## src/nltp_pkg.sv

```systemverilog
package nltp_pkg;

  localparam int SEGMENTS = 64;
  localparam int TERMS = 8;
  localparam int ROW_W = $clog2(SEGMENTS);
  localparam int TERM_W = $clog2(TERMS);
  localparam int D_W = 52 - ROW_W;
  localparam int DH = (D_W + 1) / 2;
  localparam int D_SHIFT = 9;
  localparam int PROD_SHIFT = 60 - D_SHIFT;
  localparam int Q_DEPTH = 4;
  localparam int Q_AW = $clog2(Q_DEPTH);

  typedef logic [SEGMENTS-1:0][TERMS-1:0][63:0] coef_rom_t;

  typedef struct packed {
    logic [ROW_W-1:0] row;
    logic signed [D_W-1:0] dd;
    logic signed [10:0] n;
    logic special;
  } qctx_t;

  typedef struct packed {
    logic [ROW_W-1:0] row;
    logic signed [D_W-1:0] dd;
    logic signed [63:0] lnn;
    logic special;
  } bctx_t;

  function automatic logic [63:0] umul_shr(logic [63:0] a, logic [63:0] b, int s);
    logic [127:0] p;
    logic [127:0] t;
    p = {64'd0, a} * {64'd0, b} + (128'd1 << (s - 1));
    t = p >> s;
    return t[63:0];
  endfunction

  function automatic logic [63:0] udiv(logic [63:0] num, logic [63:0] den);
    logic [64:0] rem;
    logic [63:0] q;
    int i;
    rem = '0;
    q = '0;
    for (i = 63; i >= 0; i--) begin
      rem = {rem[63:0], num[i]};
      if (rem >= {1'b0, den}) begin
        rem = rem - {1'b0, den};
        q[i] = 1'b1;
      end
    end
    return q;
  endfunction

  function automatic logic [63:0] divq(logic [63:0] num, logic [63:0] den);
    logic [63:0] q;
    logic [63:0] rem;
    int i;
    q = '0;
    rem = num;
    for (i = 0; i < 60; i++) begin
      rem = rem << 1;
      q = q << 1;
      if (rem >= den) begin
        rem = rem - den;
        q[0] = 1'b1;
      end
    end
    return q;
  endfunction

  function automatic logic [63:0] two_atanh(logic [63:0] t);
    logic [63:0] t2;
    logic [63:0] pw;
    logic [63:0] sum;
    int j;
    t2 = umul_shr(t, t, 60);
    pw = t;
    sum = '0;
    for (j = 0; j < 40; j++) begin
      sum = sum + udiv(pw, 64'(2 * j + 1));
      pw = umul_shr(pw, t2, 60);
    end
    return sum << 1;
  endfunction

  localparam logic [63:0] LN2_Q60 = two_atanh(divq(64'd1, 64'd3));

  function automatic coef_rom_t build_rom();
    coef_rom_t rom;
    logic [63:0] inv;
    logic [63:0] p;
    logic [63:0] q;
    int r;
    int k;
    for (r = 0; r < SEGMENTS; r++) begin
      inv = divq(64'(SEGMENTS), 64'(2 * SEGMENTS + 2 * r + 1));
      p = 64'd1 << 60;
      rom[r][0] = LN2_Q60 + two_atanh(divq(64'(2 * r + 1), 64'(4 * SEGMENTS + 2 * r + 1)));
      for (k = 1; k < TERMS; k++) begin
        p = umul_shr(p, inv, 60);
        q = udiv(p + 64'(k >> 1), 64'(k));
        rom[r][k] = k[0] ? q : (64'd0 - q);
      end
    end
    return rom;
  endfunction

  localparam coef_rom_t COEF_ROM = build_rom();

endpackage

```

## src/nltp_in_if.sv

```systemverilog
interface nltp_in_if;
  logic valid;
  logic ready;
  logic [63:0] x_bits;

  modport source (output valid, output x_bits, input ready);
  modport sink (input valid, input x_bits, output ready);
endinterface

```

## src/nltp_front.sv

```systemverilog
module nltp_front (
  input  logic clk,
  input  logic rst,
  nltp_in_if.sink operand,
  output logic q_valid,
  output nltp_pkg::qctx_t q_ctx,
  input  logic q_pop
);
  import nltp_pkg::*;

  qctx_t slots [Q_DEPTH];
  logic [Q_AW-1:0] wr_ptr;
  logic [Q_AW-1:0] rd_ptr;
  logic [Q_AW:0] count;
  logic push;
  logic pop;
  logic [10:0] ef;
  qctx_t cls;

  assign operand.ready = (count < (Q_AW + 1)'(Q_DEPTH));
  assign push = operand.valid && operand.ready;
  assign pop = q_pop && q_valid;
  assign q_valid = (count != '0);
  assign q_ctx = slots[rd_ptr];

  always_comb begin
    ef = operand.x_bits[62:52];
    cls.row = operand.x_bits[51 -: ROW_W];
    cls.dd = {~operand.x_bits[D_W-1], operand.x_bits[D_W-2:0]};
    cls.n = {~ef[10], ef[9:0]};
    cls.special = operand.x_bits[63] || (ef == 11'd0) || (ef == 11'h7ff);
  end

  always_ff @(posedge clk) begin
    if (rst) begin
      wr_ptr <= '0;
      rd_ptr <= '0;
      count <= '0;
    end else begin
      if (push) wr_ptr <= wr_ptr + 1'b1;
      if (pop) rd_ptr <= rd_ptr + 1'b1;
      count <= count + (Q_AW + 1)'(push) - (Q_AW + 1)'(pop);
    end
  end

  always_ff @(posedge clk) begin
    if (push) slots[wr_ptr] <= cls;
  end

  a_count_bound: assert property (@(posedge clk) disable iff (rst)
    count <= (Q_AW + 1)'(Q_DEPTH)) else $error("queue count overflow");
  a_push_only: assert property (@(posedge clk) disable iff (rst)
    push && !pop |=> count == $past(count) + 1'b1) else $error("queue push lost");
  a_pop_only: assert property (@(posedge clk) disable iff (rst)
    pop && !push |=> count == $past(count) - 1'b1) else $error("queue pop lost");
endmodule

```

## src/flat_wrapper.sv

```systemverilog
// flat-port wrapper written by rule: the top's interface ports become plain ports
module nltp_front_flat import nltp_pkg::*;
  (clk, rst, q_valid, q_ctx, q_pop, operand_valid, operand_x_bits, operand_ready);
  nltp_in_if operand_i ();
  input  logic clk;
  input  logic rst;
  output logic q_valid;
  output nltp_pkg::qctx_t q_ctx;
  input  logic q_pop;
  input wire logic [$bits(operand_i.valid)-1:0] operand_valid;
  input wire logic [$bits(operand_i.x_bits)-1:0] operand_x_bits;
  output wire logic [$bits(operand_i.ready)-1:0] operand_ready;
  assign operand_i.valid = operand_valid;
  assign operand_i.x_bits = operand_x_bits;
  assign operand_ready = operand_i.ready;
  nltp_front u_core (.clk(clk), .rst(rst), .operand(operand_i), .q_valid(q_valid), .q_ctx(q_ctx), .q_pop(q_pop));
endmodule
```

## config.mk

```make
export PLATFORM = sky130hd
export DESIGN_NAME = nltp_front_flat
export DESIGN_NICKNAME = d
export VERILOG_FILES = /design/src/nltp_pkg.sv /design/src/nltp_in_if.sv /design/src/nltp_front.sv /design/src/flat_wrapper.sv
export SDC_FILE = /design/constraint.sdc
export NUM_CORES = 1
export LEC_CHECK = 0
export ABC_AREA = 1
export BUFFER_PORTS_ARGS = -buffer_cell sky130_fd_sc_hd__clkbuf_2
export CAP_MARGIN = 40
export CORE_MARGIN = 4
export CORE_UTILIZATION = 61
export DETAILED_ROUTE_END_ITERATION = 8
export PLACE_DENSITY = 0.84
export SYNTH_ARGS = -nofsm -noshare
export SYNTH_HDL_FRONTEND = slang
export SYNTH_SLANG_ARGS = --single-unit
```

## constraint.sdc

```tcl
create_clock -name clk -period 7.26 [get_ports clk]
set_input_delay 0.363 -clock clk [delete_from_list [all_inputs] [get_ports clk]]
set_output_delay 0.363 -clock clk [all_outputs]
set_load 0.01 [all_outputs]
```

==> flow_summary.yaml <==
run_status:
  outcome: "completed"
placement:
  dp_hpwl_um: 12260
  gp_congestion: 0.7373
  numPortBuffers: 133
worst_setup_path:
  cp-end-kind: "output port"
  cp_max_fo: 66
  critPathBufInv: 3
  endpoint: "q_ctx[63]"
  startpoint_type: "flip-flop"
  r2r_setup_slack_ns: 5.30
  timing.rr.start: "u_core.count[2]"
  cp_top_family: "buffers and inverters"
  crit_chain: "inv_4 > buf_4 > o21ai_0 > o22ai_1 > clkbuf_2"
  worst-path-stages: 5
  critical_path_required_ns: 6.90
  cp.arrival_ns: 2.66
  critPathSlowestCell: "buf_4"
  r2r-end: "u_core.count[2]"
  slowest_delay_ns: 0.69
  r2r_cells: 8
  critPathKind: "flip-flop to output port"
final_layout:
  area_growth_pct: 15.76
  drive_gt1_share_pct: 21.69
  mostFrequentLayoutCell: "edfxtp_1"
  layout_common_cells: "edfxtp_1, nor2_1, clkbuf_2"
  antenna-diode-count: 0
  post-route-util_pct: 72.83
  final_nets: 915
sta:
  period_minus_slack_ns: 3.026
  slew_viol_final: 0
  relSlewSlack_pct: 52.42
  hold_violations: 0
  worst_slew_pin_slew_ns: 0.7137
  finClkSkew_ns: 0.007951
  setup_viol: 0
  period_share_pct: 41.69
  rsz0062_at_grt: "no"
  final.setup.tns_ns: 0
  fmax_mhz: 330.4
clock_tree:
  cts_tree: "yes"
  cts_sinks: 265
  holdBufCountCts: 0
  root_buffer: "clkbuf_16"
  cts_resized: 0
  path_clk_slew_ns: 0.06
  cts_max_level: 1
  post_cts_buffers: 0
  cts_buffers: 25
  clockBufferDepth: 3
  clock_latency_ns: 0.50
die:
  io_pins: 134
  die_y_um: 136.5
  fp.coreArea_um2: 16000
  num_rows: 46
  start_util_pct: 62.92
  die-area_um2: 18620
  die_w_um: 136.5
min_path:
  min_from: "rst"
  min_path_type: "input port to flip-flop"
global_route:
  grt_pass1_vias: 6216
  grt_max_degree: 91
  grt_pass1_wl_um: 31570
  gr-usage-all-layers_pct: 21.94
  grt_overflow: 0
  grt_antenna_before_repair: 0
pwr:
  powerDensity_nw_per_um2: 342.4
  leakage_nw: 4.172
  vdd_drop_max_mv: 0.2386
  power_mw: 3.990
logic_synthesis:
  syn-cell-area_um2: 10070
  syn_inst: 708
  syn_nets: 783
  syn_avg_cell_area_um2: 14.22
  synth_warnings: 0
  yosys_register_bits: 265
  seq_area_frac_synth_pct: 78.15
  ys_types: 21
routing:
  post_drt_wl_per_cell_um: 19.19
  dr_total_vias: 6186
  final_antenna_net_count: 0
  route.detailed.drc: 0
  firstDrtPassIters: 5
  vias_per_cell: 5.787
  drt_iter0_markers: 602
  routed_wl_um: 20510
run:
  maxCapViolations: 0
==> registers in the layout, indices dropped and copies added, names as in the netlist, named ones only <==
register       count
u_core.count       3
u_core.slots     256
u_core.rd_ptr      2
u_core.wr_ptr      2
==> metrics by stage <==
stage                     setup slack (ns)  hold WS (ns)  cell area [µm²]  cells
after floorplan                      3.501        0.4342            10070    708
after global placement               4.348        0.4684            10800   1022
after detailed placement             4.754        0.4793            10960   1029
after CTS                            4.230       0.03373            11650   1069
after global routing                 4.051       0.05124            11650   1069
final                                4.234       0.04740            11650   1069
==> synth_stat cells, drive strengths merged <==
cell / n / share of area [%]
edfxtp: 256 / 76
nor2: 148 / 5.5
o21ai: 131 / 6.5
o22ai: 64 / 4.0
inv: 25 / 0.96
buf: 24 / 2.1
clkbuf: 17 / 0.67
nand2: 17 / 0.63
dfxtp: 9 / 1.8
ha: 6 / 0.75
a21oi: 4 / 0.20
nand3: 3 / 0.15
clkinv: 1 / 0.037
fa: 1 / 0.20
nor3: 1 / 0.050
or2: 1 / 0.062
==> worst min-delay path by stage <==
stage               slack, ns                to  cells past startpoint
CTS                      0.03   u_core.count[0]                      2
finish                   0.05   u_core.count[0]                      2
global route             0.05   u_core.count[0]                      2
global placement         0.47  u_core.rd_ptr[0]                      2
detailed placement       0.48  u_core.rd_ptr[0]                      2
floorplan                0.43   u_core.count[0]                      1
==> cells by family (layout without fill, tap and decap cells) <==
logic type / count (synthesis) / after routing / synth area share [%]
flip-flops: 265 / 265 / 78.15
AO/OA/AOI/OAI: 199 / 199 / 10.69
AND/OR/NAND/NOR: 170 / 170 / 6.413
buffers and inverters: 67 / 212 / 3.803
adder cells (fa/ha/maj): 7 / 7 / 0.9446
==> layer usage <==
metal / vias up / part of all wire, % / track usage (%)
li1: 2889 / - / -
met1: 2976 / 40 / 29.35
met2: 285 / 49 / 36.25
met3: 36 / 9.8 / 5.329
met4: 0 / 2.1 / 6.327
met5: - / 0 / 0
==> where the power goes <==
group,total (mW),switching (mW),internal [mW]
logic,0.962,0.645,0.317
clock network,1.12,0.497,0.624
registers,1.91,0.0477,1.86
total,3.99,1.19,2.80
==> cell type report <==
cell class / count / area (µm²)
sequential: 265 / 7873
fill: 1013 / 4347
multi-input combinational: 376 / 1847
timing repair buffer: 146 / 873.3
clock buffer: 30 / 644.4
tap: 216 / 270.3
inverter: 26 / 100.1
clock inverter: 10 / 46.29
Power figures use the tool's default switching activity.
